## src/rtl/core/hidkb_pkg.sv

```systemverilog
// Shared types and constants of the HID keyboard report tracker.
package hidkb_pkg;

	localparam int SLOT_COUNT  = 6;
	localparam int TABLE_DEPTH = 6;
	localparam int SLOT_LIMIT  = (SLOT_COUNT > TABLE_DEPTH) ? TABLE_DEPTH : SLOT_COUNT;
	localparam int CNT_W       = $clog2(TABLE_DEPTH + 1);

	localparam logic [7:0] ROLLOVER_CODE = 8'h01;
	localparam logic [7:0] MOD_FIRST     = 8'hE0;
	localparam logic [7:0] MOD_LAST      = 8'hE7;

	localparam logic [1:0] FUNC_KEY   = 2'd0;
	localparam logic [1:0] FUNC_MASK  = 2'd1;
	localparam logic [1:0] FUNC_CLEAR = 2'd2;

	typedef struct packed {
		logic [1:0] func;
		logic [7:0] key_code;
		logic       is_press;
		logic [7:0] mod_mask;
	} in_word_t;

	typedef struct packed {
		logic       handled;
		logic [7:0] modifier_byte;
		logic [7:0] slot_0;
		logic [7:0] slot_1;
		logic [7:0] slot_2;
		logic [7:0] slot_3;
		logic [7:0] slot_4;
		logic [7:0] slot_5;
	} out_word_t;

	typedef struct packed {
		logic load;
		logic apply_simple;
		logic clr_idx;
		logic step_idx;
		logic resolve;
		logic shift;
	} dp_cmd_t;

	typedef struct packed {
		logic simple;
		logic hit;
		logic at_end;
		logic press;
	} dp_status_t;

endpackage

```

## src/rtl/core/hidkb_ctrl.sv

```systemverilog
// Controller state machine of the HID keyboard report tracker.
module hidkb_ctrl (
	input  logic                  clk,
	input  logic                  arst_n,
	input  logic                  start,
	input  hidkb_pkg::dp_status_t status,
	output hidkb_pkg::dp_cmd_t    ctl,
	output logic                  busy,
	output logic                  done
);
	import hidkb_pkg::*;

	typedef enum logic [5:0] {
		ST_IDLE    = 6'b000001,
		ST_DECODE  = 6'b000010,
		ST_SEARCH  = 6'b000100,
		ST_RESOLVE = 6'b001000,
		ST_SHIFT   = 6'b010000,
		ST_DONE    = 6'b100000
	} state_t;

	state_t state_q, state_d;

	always_ff @(posedge clk or negedge arst_n) begin
		if (!arst_n) begin
			state_q <= ST_IDLE;
		end else begin
			state_q <= state_d;
		end
	end

	always_comb begin
		state_d = state_q;
		ctl     = '0;
		case (state_q)
			ST_IDLE: begin
				if (start) begin
					ctl.load = 1'b1;
					state_d  = ST_DECODE;
				end
			end
			ST_DECODE: begin
				if (status.simple) begin
					ctl.apply_simple = 1'b1;
					state_d          = ST_DONE;
				end else begin
					ctl.clr_idx = 1'b1;
					state_d     = ST_SEARCH;
				end
			end
			ST_SEARCH: begin
				if (status.hit || status.at_end) begin
					state_d = ST_RESOLVE;
				end else begin
					ctl.step_idx = 1'b1;
				end
			end
			ST_RESOLVE: begin
				ctl.resolve = 1'b1;
				if (!status.press && status.hit) begin
					state_d = ST_SHIFT;
				end else begin
					state_d = ST_DONE;
				end
			end
			ST_SHIFT: begin
				ctl.shift = 1'b1;
				state_d   = ST_DONE;
			end
			ST_DONE: begin
				state_d = ST_IDLE;
			end
			default: begin
				state_d = ST_IDLE;
			end
		endcase
	end

	assign busy = (state_q != ST_IDLE);
	assign done = (state_q == ST_DONE);

endmodule

```

## src/rtl/core/hidkb_dp.sv

```systemverilog
// Datapath of the HID keyboard report tracker: key table, modifiers, flags.
module hidkb_dp (
	input  logic                  clk,
	input  logic                  arst_n,
	input  hidkb_pkg::in_word_t   cmd,
	input  hidkb_pkg::dp_cmd_t    ctl,
	output hidkb_pkg::dp_status_t status,
	output hidkb_pkg::out_word_t  result
);
	import hidkb_pkg::*;

	in_word_t         item_q;
	logic [7:0]       key_q [TABLE_DEPTH];
	logic [7:0]       key_up [TABLE_DEPTH];
	logic [7:0]       slot_v [TABLE_DEPTH];
	logic [CNT_W-1:0] cnt_q;
	logic [CNT_W-1:0] idx_q;
	logic [7:0]       mod_q;
	logic             roll_q;
	logic             handled_q;
	logic             is_mod;
	logic             at_end;
	logic             hit;
	logic [7:0]       rd_key;
	logic [7:0]       mod_bit;

	for (genvar g = 0; g < TABLE_DEPTH; g++) begin : g_up
		if (g < TABLE_DEPTH - 1) begin : g_mid
			assign key_up[g] = key_q[g+1];
		end else begin : g_last
			assign key_up[g] = '0;
		end
	end

	assign is_mod  = (item_q.key_code >= MOD_FIRST) && (item_q.key_code <= MOD_LAST);
	assign at_end  = (idx_q == cnt_q);
	assign rd_key  = at_end ? 8'h00 : key_q[idx_q];
	assign hit     = !at_end && (rd_key == item_q.key_code);
	assign mod_bit = 8'h01 << item_q.key_code[2:0];

	assign status.simple = (item_q.func != FUNC_KEY) || is_mod;
	assign status.hit    = hit;
	assign status.at_end = at_end;
	assign status.press  = item_q.is_press;

	always_ff @(posedge clk) begin
		if (ctl.load) begin
			item_q <= cmd;
		end
	end

	always_ff @(posedge clk or negedge arst_n) begin
		if (!arst_n) begin
			for (int j = 0; j < TABLE_DEPTH; j++) begin
				key_q[j] <= '0;
			end
			cnt_q     <= '0;
			idx_q     <= '0;
			mod_q     <= '0;
			roll_q    <= 1'b0;
			handled_q <= 1'b0;
		end else begin
			if (ctl.apply_simple) begin
				case (item_q.func)
					FUNC_KEY: begin
						mod_q     <= item_q.is_press ? (mod_q | mod_bit) : (mod_q & ~mod_bit);
						handled_q <= 1'b1;
					end
					FUNC_MASK: begin
						mod_q     <= item_q.is_press ? (mod_q | item_q.mod_mask)
							: (mod_q & ~item_q.mod_mask);
						handled_q <= 1'b1;
					end
					FUNC_CLEAR: begin
						for (int j = 0; j < TABLE_DEPTH; j++) begin
							key_q[j] <= '0;
						end
						cnt_q     <= '0;
						mod_q     <= '0;
						roll_q    <= 1'b0;
						handled_q <= 1'b1;
					end
					default: begin
						handled_q <= 1'b0;
					end
				endcase
			end
			if (ctl.clr_idx) begin
				idx_q <= '0;
			end
			if (ctl.step_idx) begin
				idx_q <= idx_q + 1'b1;
			end
			if (ctl.resolve) begin
				if (item_q.is_press) begin
					if (hit) begin
						handled_q <= 1'b1;
					end else if (cnt_q < CNT_W'(SLOT_LIMIT)) begin
						key_q[cnt_q] <= item_q.key_code;
						cnt_q        <= cnt_q + 1'b1;
						handled_q    <= 1'b1;
					end else begin
						roll_q    <= 1'b1;
						handled_q <= 1'b0;
					end
				end else if (!hit) begin
					handled_q <= 1'b0;
				end
			end
			if (ctl.shift) begin
				for (int j = 0; j < TABLE_DEPTH; j++) begin
					if (CNT_W'(j) == CNT_W'(cnt_q - 1'b1)) begin
						key_q[j] <= '0;
					end else if (CNT_W'(j) >= idx_q && CNT_W'(j) < cnt_q) begin
						key_q[j] <= key_up[j];
					end
				end
				cnt_q     <= cnt_q - 1'b1;
				roll_q    <= 1'b0;
				handled_q <= 1'b1;
			end
		end
	end

	always_comb begin
		for (int j = 0; j < TABLE_DEPTH; j++) begin
			if (j < SLOT_LIMIT) begin
				slot_v[j] = roll_q ? ROLLOVER_CODE : key_q[j];
			end else begin
				slot_v[j] = '0;
			end
		end
	end

	assign result.handled       = handled_q;
	assign result.modifier_byte = mod_q;
	assign result.slot_0        = slot_v[0];
	assign result.slot_1        = slot_v[1];
	assign result.slot_2        = slot_v[2];
	assign result.slot_3        = slot_v[3];
	assign result.slot_4        = slot_v[4];
	assign result.slot_5        = slot_v[5];

endmodule

```

## src/rtl/core/hid_keyboard_report_tracker_top.sv

```systemverilog
// Top level of the HID keyboard report tracker: controller plus datapath.
// Sequence: modifier, mask, clear and unknown words go from DECODE straight to DONE;
// key words go from DECODE to SEARCH, which scans one slot a cycle until a match or the key
// count is reached, then to RESOLVE, then to SHIFT when a release removes a key, then to DONE.
// Throughput: one word at a time; start is taken again the cycle after done.
// Reset: arst_n clears modifiers, key table, count and rollover; done cannot be stalled.
module hid_keyboard_report_tracker_top (
	input  logic                 clk,
	input  logic                 arst_n,
	input  logic                 start,
	input  hidkb_pkg::in_word_t  cmd,
	output logic                 busy,
	output logic                 done,
	output hidkb_pkg::out_word_t result
);
	import hidkb_pkg::*;

	dp_cmd_t    ctl;
	dp_status_t status;

	hidkb_ctrl u_ctrl (
		.clk    (clk),
		.arst_n (arst_n),
		.start  (start),
		.status (status),
		.ctl    (ctl),
		.busy   (busy),
		.done   (done)
	);

	hidkb_dp u_dp (
		.clk    (clk),
		.arst_n (arst_n),
		.cmd    (cmd),
		.ctl    (ctl),
		.status (status),
		.result (result)
	);

`ifndef NO_ASSERTIONS
	a_done_busy: assert property (@(posedge clk) disable iff (!arst_n)
		done |-> busy) else $error("done without busy");
	a_done_pulse: assert property (@(posedge clk) disable iff (!arst_n)
		done |=> !done) else $error("done longer than one cycle");
	a_start_busy: assert property (@(posedge clk) disable iff (!arst_n)
		(start && !busy) |=> (busy && !done)) else $error("accepted word not in work");
	a_cnt_range: assert property (@(posedge clk) disable iff (!arst_n)
		u_dp.cnt_q <= CNT_W'(SLOT_LIMIT)) else $error("key count beyond slot limit");
`endif

endmodule
```

## config.mk

```make
export PLATFORM = sky130hd
export DESIGN_NAME = hid_keyboard_report_tracker_top
export DESIGN_NICKNAME = d
export VERILOG_FILES = /design/src/rtl/core/hidkb_pkg.sv /design/src/rtl/core/hidkb_ctrl.sv /design/src/rtl/core/hidkb_dp.sv /design/src/rtl/core/hid_keyboard_report_tracker_top.sv
export SDC_FILE = /design/constraint.sdc
export NUM_CORES = 1
export LEC_CHECK = 0
export BUFFER_PORTS_ARGS = -buffer_cell sky130_fd_sc_hd__buf_2
export CAP_MARGIN = 25
export CORE_UTILIZATION = 45
export DETAILED_ROUTE_END_ITERATION = 7
export GPL_ROUTABILITY_DRIVEN = 1
export PLACE_DENSITY = 0.65
export SETUP_SLACK_MARGIN = 0.1
export SLEW_MARGIN = 20
export SYNTH_ARGS = -nofsm -noshare
export SYNTH_HDL_FRONTEND = slang
export SYNTH_SLANG_ARGS = --single-unit
```

## constraint.sdc

```tcl
create_clock -name clk -period 3.85 [get_ports clk]
set_input_delay 0.385 -clock clk [delete_from_list [all_inputs] [get_ports clk]]
set_output_delay 0.385 -clock clk [all_outputs]
set_load 0.01 [all_outputs]
```

==> impl_metrics.yaml, run 1 <==
detailed_routing:
  drtIter0Drc: 434
  routed_wl_mm: 17.9
  ant_nets: 0
  viasPerCell: 5.78
  avgRoutedWirePerCell_um: 20.2
  vias: 5138
  drt_first_pass_iters: 5
  drc: 0
power_and_ir_drop:
  pwr-share-seq_pct: 42.6
  internal-power_mw: 1.95
  pwr-share-comb_pct: 21.5
  p_switching_mw: 0.912
  p_total_mw: 2.86
  p_sw_share_pct: 31.9
  cellLeakagePower_nw: 3.04
  powerDensity_nw_per_um2: 428
  p_clk_share_pct: 36.0
  ir_drop_uv: 294
critical_path:
  critPathKind: "reg2reg"
  worstPathMaxFanout: 12
  cp_cell_sequence: "buf_4, mux2i_1, o22ai_1, a21oi_1, o2111ai_1, or4_1, o2111ai_4, mux2_2, o21ai_1"
  critPathTopFamily: "compound AO/OA/AOI/OAI gates"
  slowest_delay_ns: 0.76
  required_ns: 4.11
  path_buf_inv: 1
  worst_setup_path_end_kind: "register"
  critPathSlowestCell: "or4_1"
  startpoint_type: "register"
  arrival_ns: 3.75
layout:
  drive_gt1_share_pct: 20.2
  instances_no_fill: 889
  final_area_sq_um: 6690
  antennaDiodeCount: 0
  fin_nets: 746
  area_delta_synth_final_pct: 15.8
logic_synthesis:
  synth_warnings: 0
  ys_types: 65
  muxShareOfSynthArea_pct: 10.5
  synth_xor_area_share_pct: 0.909
  async_flop_share_pct: 78.7
  synth.most_common_cell: "nand2_1"
  syn_inst: 645
  seq_area_frac_synth_pct: 40.2
  syn_area_per_cell_sq_um: 8.96
  synth-main-ff-cell: "dfrtp_1"
  synth_fa_ha_area_share_pct: 2.60
  synth_compound_area_share_pct: 18.4
  yosys.area.top_type: "dfrtp_1"
  synth_area_sq_um: 5780
  synth_nets: 679
  synth_top_area_share_pct: 29.9
  synth_top_family_by_area: "simple AND/OR/NAND/NOR gates"
  ys_top_cells_by_area: "dfrtp_1 30%, edfxtp_1 9.9%, mux2i_1 6.8%"
  synth_edf_count: 19
  synth-simple-area-share_pct: 23.3
  synth-seq-cells: 89
  synth.cells.most_frequent: "74 x nand2_1, 69 x dfrtp_1, 53 x nor2_1, 44 x o21ai_0, 43 x nor2b_1"
timing:
  finalHoldViolCount: 0
  hold_slack_ns: 0.0312
  period_share_pct: 90.4
  tightestPinTransition_ns: 0.714
  drv_slew: 0
  setup_viol: 0
  period_needed_ns: 3.48
  fmax_mhz: 287
  fin_tns_setup_ns: 0
  fin_worst_skew_ns: 0.00548
  rsz0062_at_grt: "false"
  slew_headroom_pct: 52.3
grt:
  grt_usage_pct: 28.4
  grt_first_pass_wirelength_mm: 28.0
  first_global_vias: 4837
  grt_max_degree: 50
  grt-ovfl-total: 0
  antenna_found_initial: 0
status:
  status: "finished, final reports clean"
cts:
  path_clk_slew_ns: 0.07
  cts_tree: "yes"
  ctsHoldBuffers: 0
  h-tree-depth: 3
  clk_latency_ns: 0.34
  cts_sinks: 89
  clock_path_buffers: 2
  cts_buffers: 9
  cts_root_buf: "clkbuf_16"
die:
  core-area_sq_um: 12600
  die_area_sq_um: 13300
  rows: 41
  ios: 81
  fp.dieH_um: 115
  dieWidth_um: 115
  start_util_pct: 46.0
placement:
  place_area_sq_um: 6340
  gp_congestion: 0.983
  post-dp-hpwl_mm: 12.9
  placed_cells: 873
  portBuffers: 80
run:
  max_cap_viol_count: 0
worst_hold_path:
  worstHoldPathType: "in2async"
==> metal layers <==
metal	track usage, %	wire (um)	up-vias
met2	42.7	8150	208
met4	10.1	421	0
li1	-	-	2415
met3	5.01	1320	27
met5	0	0	-
met1	41.0	8040	2488
==> power by group through the flow <==
| stage | combinational (mW) | clock, mW | sequential, mW |
|---|---|---|---|
| finish | 0.614 | 1.03 | 1.22 |
| global route | 0.682 | 1.08 | 1.23 |
| CTS | 0.613 | 1.04 | 1.22 |
| detailed placement | 0.607 | 0 | 1.23 |
| global placement | 0.596 | 0 | 1.23 |
| floorplan | 0.403 | 0 | 1.18 |
==> stage by stage <==
stage / utilization, % / setup slack (ns)
6_report: 53.2 / 0.368
2_1_floorplan: - / 0.829
3_5_place_dp: 50.5 / 0.358
3_3_place_gp: 50.5 / 0.472
4_1_cts: 53.2 / 0.339
5_1_grt: 53.2 / 0.163
==> worst paths after layout <==
path	startpoint	endpoint	slack, ns	depth (start not counted)
worst min-delay path	arst_n	u_dp.key_q[45]$_DFF_PN0_	0.03	1
max in group asynchronous	arst_n	u_dp.idx_q[2]$_DFFE_PN0P_	3.01	2
worst max-delay path	u_dp.idx_q[0]$_DFFE_PN0P_	u_dp.key_q[11]$_DFF_PN0_	0.37	9
worst max register to register	u_dp.idx_q[0]$_DFFE_PN0P_	u_dp.key_q[11]$_DFF_PN0_	0.37	9
worst min register to register	register	register	0.51	2
min in group clk	cmd[8]	u_dp.status[0]$_DFFE_PP_	0.21	1
==> layout make-up <==
cell class | instances | area (sq um)
multi-input combinational | 500 | 3220
clock inverter | 7 | 124
timing repair buffer | 97 | 528
clock buffer | 9 | 225
fill | 1195 | 5880
sequential | 89 | 2320
tap | 172 | 215
inverter | 15 | 56.3
==> kinds of logic (layout without fill, tap and decap cells) <==
kind of cell | Yosys count | count (layout)
compound gates | 158 | 158
xor+xnor | 6 | 6
fa+ha+maj | 12 | 12
buf+inv | 56 | 128
flops | 89 | 89
mux | 57 | 57
simple gates | 267 | 267
==> cells in the final DEF, fill, tap and decap left out, types with 4 or more instances in the layout <==
master	Yosys	routed
buf_2	11	80
nand2_1	74	74
dfrtp_1	69	68
nor2_1	53	53
o21ai_0	44	44
nor2b_1	43	43
mux2i_1	39	39
a21oi_1	30	30
and2_1	21	21
o21ai_1	21	21
edfxtp_1	19	19
buf_4	2	17
nand3_1	16	16
inv_1	15	15
ha_1	12	12
or2_2	11	11
and3_1	11	11
nand2b_1	9	9
mux2_2	9	9
o211ai_1	9	9
clkbuf_16	0	9
mux2_1	8	8
nor3_1	7	7
a32oi_1	7	7
o22ai_1	6	6
o22a_1	5	5
or3_1	4	4
a211o_1	4	4
a21o_1	4	4
nor4_1	4	4
==> flip-flops by register name (all words and copies together) (netlist names), named ones only <==
signal	count
u_ctrl.state_q	6
u_dp.cnt_q	3
u_dp.handled_q	1
u_dp.idx_q	3
u_dp.item_q	18
u_dp.key_q	48
u_dp.roll_q	1
u_dp.status	1
==> what timing repair did <==
action | CTS | global route
setup buffers | 0 | 0
setup endpoints to repair | 0 | 11
resized for setup | 0 | 1
(Power assumes the default switching activity.)
==> run 2: changes to the inputs <==
- CAP_MARGIN: 25 -> 15
- REMOVE_ABC_BUFFERS: unset -> 1
==> run 2 against run 1 <==
  * Clock power decreased by 24%
  * Critical path type unchanged
  * Non-clock buffer count increased by 1
  * Setup slack got worse by 0.054 ns
  * Critical endpoint is now u_dp.key_q[9]$_DFF_PN0_
  * Critical path depth unchanged
  * Largest power group unchanged
  * Cell area decreased by 1.3%
  * Sequential power about the same
  * Routed wire length decreased by 2.6%
  * Die area unchanged
  * Maximum frequency decreased by 1.5%
  * Core utilization decreased by 0.71 points
==> impl_metrics.yaml, run 2 (synthesized netlist as in run 1, its figures left out) <==
layout:
  final_common_cell: "buf_2"
  antennaDiodeCount: 0
  final.fill_count: 1183
  drive_gt1_share_pct: 19.7
  final_area_sq_um: 6600
  largest_reg_flops: 48
  area_delta_synth_final_pct: 14.2
  regMostFlops: "u_dp.key_q"
  reg_top3: "u_dp.key_q x48, u_dp.item_q x18, u_ctrl.state_q x6"
  mostFrequentLayoutCells: "80 x buf_2, 74 x nand2_1, 68 x dfrtp_1"
  fin_nets: 747
detailed_routing:
  drc: 0
  drtIter0Drc: 523
  ant_nets: 0
  routed_wl_mm: 17.5
  avgRoutedWirePerCell_um: 19.6
  drt_first_pass_iters: 5
  viasPerCell: 5.85
  vias: 5199
timing:
  setup_ws_ns: 0.314
  fmax_mhz: 283
  finalHoldViolCount: 0
  setup_viol: 0
  drv_slew: 0
  rsz0062_at_grt: "false"
  fin_worst_skew_ns: 0.00751
  slew_headroom_pct: 49.2
  tightestPinTransition_ns: 0.763
  fin_tns_setup_ns: 0
  period_needed_ns: 3.54
  period_share_pct: 91.8
critical_path:
  critPathKind: "reg2reg"
  required_ns: 4.11
  slowest_delay_ns: 0.76
  startpoint_type: "register"
  cp_cell_sequence: "buf_4, xor2_1, or3_1, nand2_1, o2111ai_1, or4_1, o2111ai_4, mux2_2, o21ai_1"
  critPathSlowestCell: "or4_1"
  worstPathMaxFanout: 9
  worst_setup_path_end_kind: "register"
  arrival_ns: 3.80
placement:
  gp_congestion: 0.951
  place_area_sq_um: 6350
  preCtsSetupSlack_ns: 0.289
  post-dp-hpwl_mm: 12.8
  portBuffers: 80
cts:
  cts_buffers: 9
  postCtsSetupBuffers: 0
  cts_root_buf: "clkbuf_16"
  cts_sinks: 89
  clock_path_buffers: 2
  clk_latency_ns: 0.35
  h-tree-depth: 3
  path_clk_slew_ns: 0.06
  cts_tree: "yes"
power_and_ir_drop:
  cellLeakagePower_nw: 3.00
  powerDensity_nw_per_um2: 394
  ir_drop_uv: 324
die:
  rows: 41
  core-area_sq_um: 12600
  dieWidth_um: 115
  die_area_sq_um: 13300
  ios: 81
  start_util_pct: 46.0
  fp.dieH_um: 115
grt:
  antenna_found_initial: 0
  grt_first_pass_wirelength_mm: 27.3
  first_global_vias: 4914
  grt-ovfl-total: 0
  grt_usage_pct: 27.4
  grt_max_degree: 50
run:
  max_cap_viol_count: 0
worst_hold_path:
  worstHoldPathType: "in2async"
status:
  status: "finished, final reports clean"
==> run 2: cell types whose count changed in the layout (fill, tap and decap cells not counted), sizes merged <==
cell / change
buf: +1
bufinv: -3
clkbuf: +1
clkinv: +3
inv: -2
==> run 2: final timing paths <==
check                                                end                       from  cells past startpoint  slack (ns)
max                              u_dp.key_q[9]$_DFF_PN0_  u_dp.idx_q[0]$_DFFE_PN0P_                      9        0.31
min                             u_dp.key_q[37]$_DFF_PN0_                     arst_n                      1        0.09
max reg2reg                      u_dp.key_q[9]$_DFF_PN0_  u_dp.idx_q[0]$_DFFE_PN0P_                      9        0.31
min reg2reg                                     register                   register                      2        0.51
max in group asynchronous  u_ctrl.state_q[0]$_DFFE_PN1P_                     arst_n                      2        2.86
min in group clk                u_dp.item_q[3]$_DFFE_PP_                     cmd[3]                      1        0.21
==> run 2: timing repair <==
item	4_1_cts	5_1_grt
endpoints found under the setup margin	0	3
gates resized for setup	0	1
hold buffers	0	0
==> run 2: layout make-up <==
class | count | area, sq um | share of cell area (%)
Timing Repair Buffer | 98 | 536 | 8.11
Sequential cell | 89 | 2320 | 35.2
Tap cell | 172 | 215 | 3.26
Multi-Input combinational cell | 500 | 3220 | 48.7
Clock inverter | 5 | 23.8 | 0.360
Inverter | 15 | 56.3 | 0.853
Clock buffer | 10 | 229 | 3.47
==> run 2: through the flow <==
| step | power (mW) | util (%) | hold slack, ns | instances |
|---|---|---|---|---|
| finish | 2.60 | 52.5 | 0.0920 | 889 |
| global route | 2.73 | 52.5 | 0.131 | 889 |
| CTS | 2.61 | 52.5 | 0.110 | 889 |
| detailed placement | 1.83 | 50.5 | 0.477 | 874 |
| global placement | 1.82 | 50.5 | 0.466 | 874 |
| floorplan | 1.56 | - | 0.0894 | 604 |
==> run 2: per-layer routing <==
metal  part of all wire, %  GRT usage (%)
met5                     0              0
met4                   1.8           8.31
met3                   6.7           4.27
met2                    46           43.4
met1                    45           38.4
==> run 2: power breakdown <==
part | internal (mW) | switching, mW | total, mW
logic | 0.220 | 0.400 | 0.620
registers | 1.09 | 0.111 | 1.20
clock network | 0.426 | 0.355 | 0.781
==> run 2: critical path, delay by kind of cell (launching register included) <==
kind,cells,cell delay [ns]
AOI/OAI and AO/OA,3,0.83
and+or+nand+nor,3,1.34
xor gates and xnor gates,1,0.17
muxes,1,0.40
DFF,1,0.50
buffers and inverters,1,0.21
